--- src/sv/vfc_pkg.sv ---
package vfc_pkg;

  localparam int HOR_SIZE_DEF = 16;
  localparam int VER_SIZE_DEF = 128;

  localparam logic [2:0] FACE_XM = 3'd0;
  localparam logic [2:0] FACE_XP = 3'd1;
  localparam logic [2:0] FACE_ZM = 3'd2;
  localparam logic [2:0] FACE_ZP = 3'd3;
  localparam logic [2:0] FACE_YM = 3'd4;
  localparam logic [2:0] FACE_YP = 3'd5;

  localparam logic [2:0] LAST_CORNER = 3'd5;

  typedef struct packed {
    logic       valid;
    logic [3:0] x;
    logic [6:0] y;
    logic [3:0] z;
    logic [7:0] id;
    logic [5:0] faces;
    logic [2:0] swap;
  } vfc_job_t;

  // Corner offset of one vertex of a face: bit 0 is dx, bit 1 dy, bit 2 dz.
  function automatic logic [2:0] corner_of(logic [2:0] code, logic [2:0] vtx);
    logic [17:0] row;
    unique case (code)
      FACE_XM: row = {3'd2, 3'd6, 3'd0, 3'd6, 3'd4, 3'd0};
      FACE_XP: row = {3'd7, 3'd3, 3'd5, 3'd3, 3'd1, 3'd5};
      FACE_ZM: row = {3'd3, 3'd2, 3'd1, 3'd2, 3'd0, 3'd1};
      FACE_ZP: row = {3'd6, 3'd7, 3'd4, 3'd7, 3'd5, 3'd4};
      FACE_YM: row = {3'd5, 3'd1, 3'd4, 3'd1, 3'd0, 3'd4};
      FACE_YP: row = {3'd6, 3'd2, 3'd7, 3'd2, 3'd3, 3'd7};
      default: row = '0;
    endcase
    return row[vtx*3 +: 3];
  endfunction

endpackage

--- src/sv/vfc_emit.sv ---
module vfc_emit import vfc_pkg::*; (
  input  logic     clk,
  input  logic     rst,
  input  vfc_job_t job,
  output logic     busy,
  output logic     out_valid,
  input  logic     out_ready,
  output logic [4:0] vert_x,
  output logic [7:0] vert_y,
  output logic [4:0] vert_z,
  output logic [2:0] face_code,
  output logic [7:0] face_block_id,
  output logic       last_vertex
);

  logic [5:0] pend;
  logic [2:0] vidx;
  logic [3:0] jx;
  logic [6:0] jy;
  logic [3:0] jz;
  logic [7:0] jid;
  logic [2:0] jswap;

  logic [2:0] slot;
  logic [1:0] axis;
  logic [2:0] code;
  logic [2:0] offs;
  logic [5:0] rest;
  logic       advance;

  assign busy = (pend != '0);

  always_comb begin
    slot = '0;
    for (int i = 5; i >= 0; i--) begin
      if (pend[i]) begin
        slot = 3'(i);
      end
    end
  end

  assign axis    = slot[2:1];
  assign code    = {axis, slot[0] ^ jswap[axis]};
  assign offs    = corner_of(code, vidx);
  assign rest    = pend & ~(6'b000001 << slot);
  assign advance = busy && (!out_valid || out_ready);

  always_ff @(posedge clk) begin
    if (rst) begin
      pend      <= '0;
      vidx      <= '0;
      out_valid <= 1'b0;
    end else begin
      if (advance) begin
        out_valid <= 1'b1;
        if (vidx == LAST_CORNER) begin
          pend <= rest;
          vidx <= '0;
        end else begin
          vidx <= vidx + 3'd1;
        end
      end else if (out_ready) begin
        out_valid <= 1'b0;
      end
      if (job.valid && !busy) begin
        pend <= job.faces;
        vidx <= '0;
      end
    end
  end

  always_ff @(posedge clk) begin
    if (job.valid && !busy) begin
      jx    <= job.x;
      jy    <= job.y;
      jz    <= job.z;
      jid   <= job.id;
      jswap <= job.swap;
    end
    if (advance) begin
      vert_x        <= 5'(jx) + 5'(offs[0]);
      vert_y        <= 8'(jy) + 8'(offs[1]);
      vert_z        <= 5'(jz) + 5'(offs[2]);
      face_code     <= code;
      face_block_id <= jid;
      last_vertex   <= (vidx == LAST_CORNER) && (rest == '0);
    end
  end

endmodule

--- config.mk ---
export PLATFORM = sky130hd
export DESIGN_NAME = vfc_emit
export DESIGN_NICKNAME = d
export VERILOG_FILES = /design/src/sv/vfc_pkg.sv /design/src/sv/vfc_emit.sv
export SDC_FILE = /design/constraint.sdc
export NUM_CORES = 1
export LEC_CHECK = 0
export ABC_AREA = 1
export ABC_CLOCK_PERIOD_IN_PS = 2500
export BUFFER_PORTS_ARGS = -buffer_cell sky130_fd_sc_hd__buf_4
export CORE_ASPECT_RATIO = 1.75
export CORE_MARGIN = 4
export CORE_UTILIZATION = 40
export DETAILED_ROUTE_END_ITERATION = 16
export GPL_ROUTABILITY_DRIVEN = 0
export PLACE_DENSITY = 0.7
export RECOVER_POWER = 100
export SLEW_MARGIN = 30
export SYNTH_ARGS = -nofsm -noshare
export SYNTH_HDL_FRONTEND = slang
export SYNTH_SLANG_ARGS = --single-unit
export TNS_END_PERCENT = 100
--- constraint.sdc ---
create_clock -name clk -period 2.5 [get_ports clk]
set_input_delay 0.25 -clock clk [delete_from_list [all_inputs] [get_ports clk]]
set_output_delay 0.25 -clock clk [all_outputs]
set_load 0.005 [all_outputs]
==> key figures, run 1 <==
STA
  – Setup Skew: 0.00770 ns
  – Final setup vio count: 0
  – Final hold violation count: 0
  – Max_slew headroom: between 70 and 80%
  – Fmax: 432 MHz
  – Slew Limit Fails: 0
  – Worst slew pin tran: ~0.35 ns
  – Crit path time final: 2.31 ns
  – Tcrit/Tclk final: 92.5%

Final layout
  – Most common cell after layout, fill and taps aside: edfxtp_1
  – Fraction of layout cells with a size suffix above 1: 32.5%
  – Final Cell Area: 3670 um^2
  – # fillers: 584
  – Area growth, synth to finish: 34.0%
  – Final Net Count: 345
  – Most frequent cells in the layout: edfxtp_1 (56), clkbuf_4 (53), nand2_1 (43)
  – Antenna diodes: 0

Drt
  – DR DRC count: 0
  – 1st-pass router iterations: 4
  – Vias per cell: 4.78
  – Total number of vias: 1865
  – Final wirelength: 5.18 mm
  – DRT antenna net count: 0
  – Iteration-0 DRC Markers: 65
  – Avg WL per Cell: about 13 um

Floorplan
  – Initial Util: 41.5%
  – Die area: 8280 um^2
  – DIE WIDTH: roughly 71 um
  – Io pins: 68
  – Rows: 39
  – CORE AREA: 6590 um^2
  – Die Span Y: between 100 and 150 um

Placement
  – Placed Area: 3360 um^2
  – Port Buffers: 67
  – DP Wirelength: 4.05 mm

Clock network
  – # clock sinks: 66
  – Max Root-Sink Buffers: 2
  – Clock Pin Slew Worst Setup and Hold Paths: roughly 0.050 ns
  – Num CTS Buffers: 9
  – Clk root buf: clkbuf_16
  – Worst skew pair latency: 0.33 ns
  – Hold-fix buffers, CTS: 0
  – CTS tree: built
  – H-Tree Depth: 3

Power and ir drop
  – Clk pwr share: 23.9%
  – Lkg Pwr: roughly 1.6 nW
  – Combinational share of power: a little over a third
  – Int Power: 0.00339 W
  – Overall power: 0.00505 W
  – Peak VDD IR: between 0.7 and 0.8 mV
  – Power density over cell area: approximately 1400 nW/um^2
  – Sw Share: 32.9%
  – Sw Pwr: 0.00166 W
  – Reg power frac: ~40%

Setup path
  – Kind of critical path: flip-flop to flip-flop
  – Crit Path Max Fanout: 5
  – Worst Path Required: between 2 and 3 ns
  – CP endpoint kind: flip-flop
  – CP startpoint kind: flip-flop
  – Crit path arrival time: 2.39 ns

Synthesis
  – Post-synth top area share: ~61%
  – Cell area after synthesis: 2740 um^2
  – Number of flops mapped to enable cells by yosys: 56
  – Post-synthesis mux area share: 0%
  – Combinational family with the most area after synthesis: simple AND/OR/NAND/NOR gates
  – Syn avg cell area: roughly 12 um^2
  – Seq cells post-synth: 66
  – Prevailing post-synth register cell: edfxtp_1
  – Yosys top cell by area: edfxtp_1
  – Syn Inst Count: 220
  – Sequential area share after synthesis: between 60% and 70%
  – Post-Synth Simple-Gate Area: 16.1%
  – Distinct cells, synth: 29
  – Post-synthesis adder-cell area fraction: 2.74%
  – Ys async rst share: 0%
  – Synthesized net count: ~260
  – Post-synthesis xor/xnor area fraction: 2.88%
  – Synth area leaders: edfxtp_1 (61%), dfxtp_1 (7.3%), nand2_1 (5.8%)
  – Synth Area in Compound Gates: 5.76%
  – Yosys Warn Count: 0

Hold path
  – Hold WC Path Type: input port to flip-flop

Job
  – Maxcap violations: 0

Run status
  – Status: finished clean

Global route
  – Global route total overflow: 0
  – Gr usage total: 13.7%
  – Vias in the first global route: about 1900
  – Largest net degree at the start of global routing: 25
  – Initial antenna violation count: 0
  – First-pass GRT wire length: 8.58 mm
cell type report:
cell class,count,area [um^2],share of cell area [%]
clock buffer,13,250,6.82
clock inverter,3,41.3,1.13
inverter,26,97.6,2.66
multi-input combinational,127,761,20.7
sequential,66,1880,51.3
tap,82,103,2.80
timing repair buffer,73,533,14.5
stage by stage:
step	setup TNS, ns	setup WS, ns	std cells	hold slack (ns)	util [%]
2_1_floorplan	0	0.343	220	0.319	-
3_3_place_gp	0	0.216	371	0.402	51.0
3_5_place_dp	0	0.0722	371	0.405	51.0
4_1_cts	0	0.0747	387	0.0719	55.4
5_1_grt	-0.00559	-0.00559	390	0.0986	55.7
6_report	0	0.187	390	0.117	55.7
Yosys cell counts, types with 2 or more instances:
library cell,count
xor2_1,9
ha_1,6
nand2_1,42
inv_1,24
nand3_2,2
nand3_1,12
nand2_2,4
dfxtp_1,10
a311oi_1,2
nor3b_1,2
inv_2,2
a21oi_1,9
edfxtp_1,56
o21ai_0,8
nor2_4,2
nor2_1,13
nand2_4,5
cells by family (layout without fill, tap and decap cells):
logic type	Yosys count	in the layout
AOI/OAI and AO/OA	26	26
adders and majority gates	6	6
and+or+nand+nor	86	86
buffers and inverters	27	115
xor gates and xnor gates	9	9
DFF	66	66
repair_timing:
| item | in CTS | in global routing |
|---|---|---|
| resized for setup | 0 | 2 |
| setup buffers | 0 | 3 |
| endpoints found under the setup margin | 0 | 2 |
power groups by stage:
stage                     clock (W)  combinational (W)  sequential, W
final                       0.00121            0.00184        0.00201
after global routing        0.00129            0.00207        0.00206
after CTS                   0.00125            0.00190        0.00202
after detailed placement          0            0.00189        0.00204
after global placement            0            0.00185        0.00201
after floorplan                   0            0.00109        0.00203
routing by layer:
metal | up-vias | GRT usage (%) | routed length (um) | share of wire [%]
met5 | - | 0 | 0 | 0
met4 | 0 | 9.71 | 203 | 3.9
met2 | 56 | 25.3 | 3000 | 58
met3 | 14 | 3.94 | 259 | 5.0
met1 | 862 | 12.2 | 1720 | 33
li1 | 933 | - | - | -
critical path, stage by stage (launching register included):
cell,delay [ns]
dfxtp_1,0.36
nor2_4,0.15
nand2_2,0.09
nor2_4,0.19
inv_2,0.08
nand2_4,0.10
nand2_4,0.06
nand2_4,0.09
nand3_2,0.09
o211ai_1,0.09
inv_1,0.06
ha_1,0.19
ha_1,0.22
nand3_2,0.09
nor3_2,0.05
xor2_1,0.14
registers in the layout, indices dropped and copies added (netlist names):
signal         flops
pend               6
vidx               3
jid                8
jswap              3
vert_y             8
jy                 7
vert_z             5
face_block_id      8
out_valid          1
jx                 4
vert_x             5
face_code          3
last_vertex        1
jz                 4
worst paths after layout:
| path | endpoint | cells after the start | from | slack (ns) |
|---|---|---|---|---|
| worst max-delay path | vert_y[6] | 15 | pend[0] | 0.19 |
| worst min-delay path | jy[3] | 1 | job[24] | 0.12 |
| worst max register to register | vert_y[6] | 15 | pend[0] | 0.19 |
| worst min register to register | face_block_id[5] | 0 | jid[5] | 0.42 |
(Power assumes the default switching activity.)
==> run 2, diff against run 1 <==
--- a/config.mk
+++ b/config.mk
@@ -13,6 +13,7 @@
 export CORE_UTILIZATION = 40
 export DETAILED_ROUTE_END_ITERATION = 16
 export GPL_ROUTABILITY_DRIVEN = 0
+export HOLD_SLACK_MARGIN = 0.15
 export PLACE_DENSITY = 0.7
 export RECOVER_POWER = 100
 export SLEW_MARGIN = 30
==> run 2 against run 1 <==
Against the previous run: utilization up 4.2 points; final area up 7.5%; first-iteration DRC count up 22%; sequential power about the same; non-clock buffer count up 27; global-route usage up 1.1 points; register-to-register slack about the same; setup slack better by 0.0098 ns; combinational power up 2%; hold slack better by 0.069 ns.
==> key figures, run 2 (synthesized netlist as in run 1, its figures left out) <==
Run status
  – Status: finished clean

Global route
  – Vias in the first global route: 2021
  – Gr usage total: 14.9%
  – First-pass GRT wire length: slightly above 9 mm
  – Largest net degree at the start of global routing: 25
  – Global route total overflow: 0
  – Initial antenna violation count: 0

Placement
  – Pre-CTS WS: 0.0722 ns
  – Port Buffers: 67
  – Placed cells: 371
  – Placed Area: 3360 um^2
  – DP Wirelength: slightly above 4 mm

Setup path
  – CP endpoint kind: flip-flop
  – Critical path cell sequence: nor2_4 > nand2_2 > nor2_4 > inv_2 > nand2_4 > nand2_4 > nand2_4 > nand3_2 > o211ai_1 > inv_1 > ha_1 > ha_1 > nand3_2 > nor3_2 > xor2_1
  – Reg2reg setup slack: 0.20 ns
  – Worst Path Required: 2.58 ns
  – Largest stage delay on the critical path: 0.36 ns
  – Crit path arrival time: 2.38 ns
  – Kind of critical path: flip-flop to flip-flop
  – Crit-path most repeated cell: nand2_4
  – Crit Path Max Fanout: 5
  – CP startpoint kind: flip-flop
  – CP max-delay cell: dfxtp_1

Final layout
  – Top flop regs: face_block_id (8), jid (8), vert_y (8)
  – Area growth, synth to finish: 44.0%
  – Most common cell after layout, fill and taps aside: edfxtp_1
  – Cell Count, Final, Fillers Out: 417
  – Final Cell Area: 3940 um^2
  – Final Net Count: 372
  – Fraction of layout cells with a size suffix above 1: between 30% and 40%
  – Most frequent cells in the layout: edfxtp_1 (56), clkbuf_4 (54), nand2_1 (43)
  – # fillers: around 560
  – Antenna diodes: 0
  – Core Util, Final: 59.8%

STA
  – Final setup vio count: 0
  – Setup Skew: 0.00811 ns
  – Crit path time final: 2.30 ns
  – Tcrit/Tclk final: 92.1%
  – Final TNS setup: 0 ns
  – Min setup slack post-route: 0.196 ns
  – Worst slew pin tran: around 0.35 ns
  – RSZ-0062 raised after global routing: no
  – Slew Limit Fails: 0
  – Fmax: 434 MHz
  – Max_slew headroom: around three quarters
  – Final hold violation count: 0

Floorplan
  – Die Span Y: 117 um
  – Io pins: 68
  – CORE AREA: 6590 um^2
  – Die area: between 8000 and 9000 um^2
  – Rows: 39
  – Initial Util: 41.5%
  – DIE WIDTH: 70.5 um

Power and ir drop
  – Sw Pwr: roughly 0.0017 W
  – Combinational share of power: 36.9%
  – Int Power: 0.00342 W
  – Peak VDD IR: 0.722 mV
  – Clk pwr share: roughly a quarter
  – Sw Share: about 33%
  – Power density over cell area: between 1000 and 1500 nW/um^2
  – Reg power frac: slightly below 40%
  – Lkg Pwr: 1.67 nW

Drt
  – 1st-pass router iterations: 4
  – Avg WL per Cell: approximately 13 um
  – Total number of vias: 1981
  – Iteration-0 DRC Markers: between 70 and 80
  – Final wirelength: 5.52 mm
  – DRT antenna net count: 0
  – Vias per cell: 4.75
  – DR DRC count: 0

Clock network
  – Clk root buf: clkbuf_16
  – Worst skew pair latency: 0.33 ns
  – Num CTS Buffers: 9
  – Clock Pin Slew Worst Setup and Hold Paths: around 0.05 ns
  – Max Root-Sink Buffers: 2
  – H-Tree Depth: 3
  – # clock sinks: 66
  – CTS tree: built

Hold path
  – Hold WC Path Type: input port to flip-flop

Job
  – Maxcap violations: 0
==> run 2: cell types whose count changed in the layout (fill, tap and decap cells not counted), sizes merged <==
cell,delta
dlygate4sd3,+27
==> run 2: per-layer routing <==
layer	part of all wire (%)	up-vias	routed length, um	GRT usage, %
li1	-	985	-	-
met1	33	918	1840	13.6
met2	58	63	3190	27.5
met3	5.1	15	279	4.02
met4	3.8	0	212	9.71
met5	0	-	0	0
==> run 2: worst paths after layout <==
check           from                to  depth (start not counted)
max reg2reg  pend[0]         vert_y[6]                         15
max          pend[0]         vert_y[6]                         15
min reg2reg   jid[1]  face_block_id[1]                          0
min           job[7]           pend[4]                          3
==> run 2: layout make-up <==
cell class                 count  area, um^2  area share [%]
sequential                    66        1880            47.7
multi-input combinational    127         761            19.3
inverter                      26        97.6            2.48
timing repair buffer         100         807            20.5
tap                           82         103            2.60
clock inverter                 3        41.3            1.05
clock buffer                  13         250            6.35
==> run 2: per-stage QoR <==
| step | total power [W] | hold WS [ns] |
|---|---|---|
| floorplan | 0.00312 | 0.319 |
| global placement | 0.00386 | 0.402 |
| detailed placement | 0.00393 | 0.405 |
| CTS | 0.00520 | 0.167 |
| global route | 0.00547 | 0.195 |
| finish | 0.00510 | 0.186 |
==> run 2: power by group through the flow <==
stage | Clock, W | Sequential, W | Combinational [W]
2_1_floorplan | 0 | 0.00203 | 0.00109
3_3_place_gp | 0 | 0.00201 | 0.00185
3_5_place_dp | 0 | 0.00204 | 0.00189
4_1_cts | 0.00125 | 0.00202 | 0.00193
5_1_grt | 0.00129 | 0.00207 | 0.00212
6_report | 0.00121 | 0.00201 | 0.00188
==> run 2: timing repair <==
| action | CTS | global route |
|---|---|---|
| setup endpoints to repair | 0 | 1 |
| hold buffers | 27 | 0 |
| buffers inserted | 0 | 3 |
| resized for setup | 0 | 2 |
| endpoints found under the hold margin | 31 | 0 |
==> run 2: critical path: cells and delay by family, from the launching register on <==
kind            cells  cell delay, ns
simple gates        9            0.91
buf+inv             2            0.14
fa+ha+maj           2            0.41
compound gates      1            0.09
xor+xnor            1            0.14
flops               1            0.36
==> run 3, diff against run 2 <==
--- a/config.mk
+++ b/config.mk
@@ -5,7 +5,6 @@
 export SDC_FILE = /design/constraint.sdc
 export NUM_CORES = 1
 export LEC_CHECK = 0
-export ABC_AREA = 1
 export ABC_CLOCK_PERIOD_IN_PS = 2500
 export BUFFER_PORTS_ARGS = -buffer_cell sky130_fd_sc_hd__buf_4
 export CORE_ASPECT_RATIO = 1.75
@@ -16,7 +15,6 @@
 export HOLD_SLACK_MARGIN = 0.15
 export PLACE_DENSITY = 0.7
 export RECOVER_POWER = 100
-export SLEW_MARGIN = 30
 export SYNTH_ARGS = -nofsm -noshare
 export SYNTH_HDL_FRONTEND = slang
 export SYNTH_SLANG_ARGS = --single-unit
==> run 3 against run 2 <==
Against the previous run: the run now ends with negative setup slack left; hold slack worse by 0.013 ns; clock skew fell by 0.0017 ns; final area increased by 7.6%; register-to-register slack got worse by 0.23 ns; critical endpoint is now vert_z[3]; highest routed layer unchanged.
==> key figures, run 3 <==
STA
  – Final setup vio count: 8
  – Min setup slack post-route: -0.0303 ns
  – RSZ-0062 raised after global routing: yes
  – Crit path time final: 2.53 ns
  – Worst slew pin tran: around 0.54 ns
  – Fmax: 395 MHz
  – Tcrit/Tclk final: 101%
  – Final hold violation count: 0
  – Slew Limit Fails: 0
  – Setup Skew: 0.00646 ns
  – Max_slew headroom: 64.3%
  – Final TNS setup: -0.152 ns
  – WHS: 0.173 ns

Floorplan
  – Initial Util: 41.7%
  – Die Span Y: about 120 um
  – Io pins: 68
  – Rows: 39
  – Die area: 8300 um^2
  – CORE AREA: 6590 um^2
  – DIE WIDTH: 70.6 um

Global route
  – Largest net degree at the start of global routing: 32
  – Initial antenna violation count: 0
  – Vias in the first global route: 2138
  – Gr usage total: 16.1%
  – First-pass GRT wire length: between 10 and 15 mm
  – Global route total overflow: 0

Setup path
  – CP startpoint kind: flip-flop
  – Worst reg2reg path startpoint: pend[2]
  – Critical path cell sequence: or4_4 > a21oi_4 > nor3_4 > xnor2_2 > inv_2 > mux2i_1 > a211oi_2 > ha_2 > nand3_2 > xnor2_1
  – Worst Path Required: approximately 2.6 ns
  – Critical path startpoint: pend[2]
  – Crit Path Max Fanout: 5
  – Crit path arrival time: 2.61 ns
  – CP endpoint kind: flip-flop
  – Kind of critical path: flip-flop to flip-flop
  – Largest stage delay on the critical path: 0.57 ns
  – CP max-delay cell: or4_4

Synthesis
  – Yosys top cell by area: edfxtp_1
  – Ys async rst share: 0%
  – Syn avg cell area: ~14 um^2
  – Sequential area share after synthesis: around two thirds
  – Post-synth top area share: between 60 and 70%
  – Prevailing post-synth register cell: edfxtp_1
  – Count leader, synth: edfxtp_1
  – Distinct cells, synth: a little over 50
  – Seq cells post-synth: 66
  – Synth area leaders: edfxtp_1 (61%), dfxtp_1 (7.3%), ha_1 (2.7%)
  – Cell area after synthesis: 2750 um^2
  – Synthesized net count: 240
  – Syn Inst Count: 198
  – Number of flops mapped to enable cells by yosys: 56
  – Synth top cells by count: edfxtp_1 (56), nor2_1 (15), a21oi_1 (14), nor3_1 (12), dfxtp_1 (10)
  – Yosys Warn Count: 0

Clock network
  – # clock sinks: 66
  – Worst skew pair latency: 0.33 ns
  – Num CTS Buffers: 9
  – Clock Pin Slew Worst Setup and Hold Paths: 0.05 ns
  – CTS tree: built
  – Clk root buf: clkbuf_16
  – H-Tree Depth: 3
  – Max Root-Sink Buffers: 2

Final layout
  – # fillers: roughly 510
  – Final Net Count: about 370
  – Core Util, Final: between 60% and 70%
  – Top flop regs: face_block_id (8), jid (8), vert_y (8)
  – Final Cell Area: 4240 um^2
  – Fraction of layout cells with a size suffix above 1: between 40% and 50%
  – Area growth, synth to finish: 54.5%
  – Antenna diodes: 0
  – Most frequent cells in the layout: edfxtp_1 (56), clkbuf_4 (52), buf_4 (36)
  – Most common cell after layout, fill and taps aside: edfxtp_1

Job
  – Maxcap violations: 0

Power and ir drop
  – Power density over cell area: 940 nW/um^2
  – Peak VDD IR: 0.539 mV
  – Lkg Pwr: 1.66 nW

Drt
  – DRT antenna net count: 0
  – Vias per cell: 4.93
  – 1st-pass router iterations: 4
  – Final wirelength: 6.08 mm
  – Avg WL per Cell: 14.8 um
  – Iteration-0 DRC Markers: 106
  – Total number of vias: 2033
  – DR DRC count: 0

Run status
  – Status: finished with violations
  – Failing checks: negative setup slack

Placement
  – Pre-CTS WS: -0.158 ns
  – Placed Area: 3520 um^2
  – DP Wirelength: 4.03 mm
  – Port Buffers: 67

Hold path
  – HP Start: job[3]
  – Hold WC Path Type: input port to flip-flop
## run 3: metrics by stage
| stage | power [W] | std cells |
|---|---|---|
| 2_1_floorplan | 0.00217 | 198 |
| 3_3_place_gp | 0.00268 | 364 |
| 5_1_grt | 0.00420 | 412 |
| 4_1_cts | 0.00401 | 411 |
| 3_5_place_dp | 0.00272 | 364 |
| 6_report | 0.00399 | 412 |
## run 3: repair_timing
item,4_1_cts,5_1_grt
endpoints found under the hold margin,28,0
cloned,0,0
hold buffers,29,0
setup endpoints to repair,12,13
gates resized for setup,14,21
buffers inserted,3,1
pin swaps,7,7
## run 3: cell families after synthesis
logic type      share of synthesized area (%)
mux                                     0.729
simple gates                             11.4
xor+xnor                                 4.42
flops                                    68.6
compound gates                           9.48
buf+inv                                  2.32
fa+ha+maj                                3.10
## run 3: worst paths after layout
path	to	slack (ns)	cells past startpoint
max	vert_z[3]	-0.03	10
min	pend[0]	0.17	3
max reg2reg	vert_z[3]	-0.03	10
min reg2reg	face_block_id[1]	0.42	0
## run 3: cell type report
| class | count | area [um^2] | area share (%) |
|---|---|---|---|
| sequential | 66 | 1890 | 44.6 |
| timing repair buffer | 125 | 996 | 23.5 |
| multi-input combinational | 120 | 960 | 22.6 |
| clock buffer | 11 | 233 | 5.49 |
| tap | 82 | 103 | 2.42 |
| clock inverter | 4 | 43.8 | 1.03 |
| inverter | 4 | 15.0 | 0.354 |
## run 3: layer usage
layer	vias up	GRT usage [%]	routed length [um]
met2	63	28.6	3380
met5	-	0	0
met1	959	15.5	2120
met3	14	5.30	347
li1	997	-	-
met4	0	10.1	223
## run 3: critical path: cells and delay by family (launching register included)
kind                     cells  cell delay (ns)
AO/OA/AOI/OAI                2             0.39
XOR/XNOR                     2             0.36
adder cells (fa/ha/maj)      1             0.25
buffers and inverters        1             0.07
flip-flops                   1             0.35
multiplexers                 1             0.13
AND/OR/NAND/NOR              3             0.72
## run 3: where the power goes
part / internal (W) / total [W] / leakage [nW] / switching [W]
combinational: 0.000602 / 0.00116 / 0.900 / 0.000554
clock: 0.000758 / 0.00117 / 0.137 / 0.000416
sequential: 0.00154 / 0.00166 / 0.621 / 0.000120
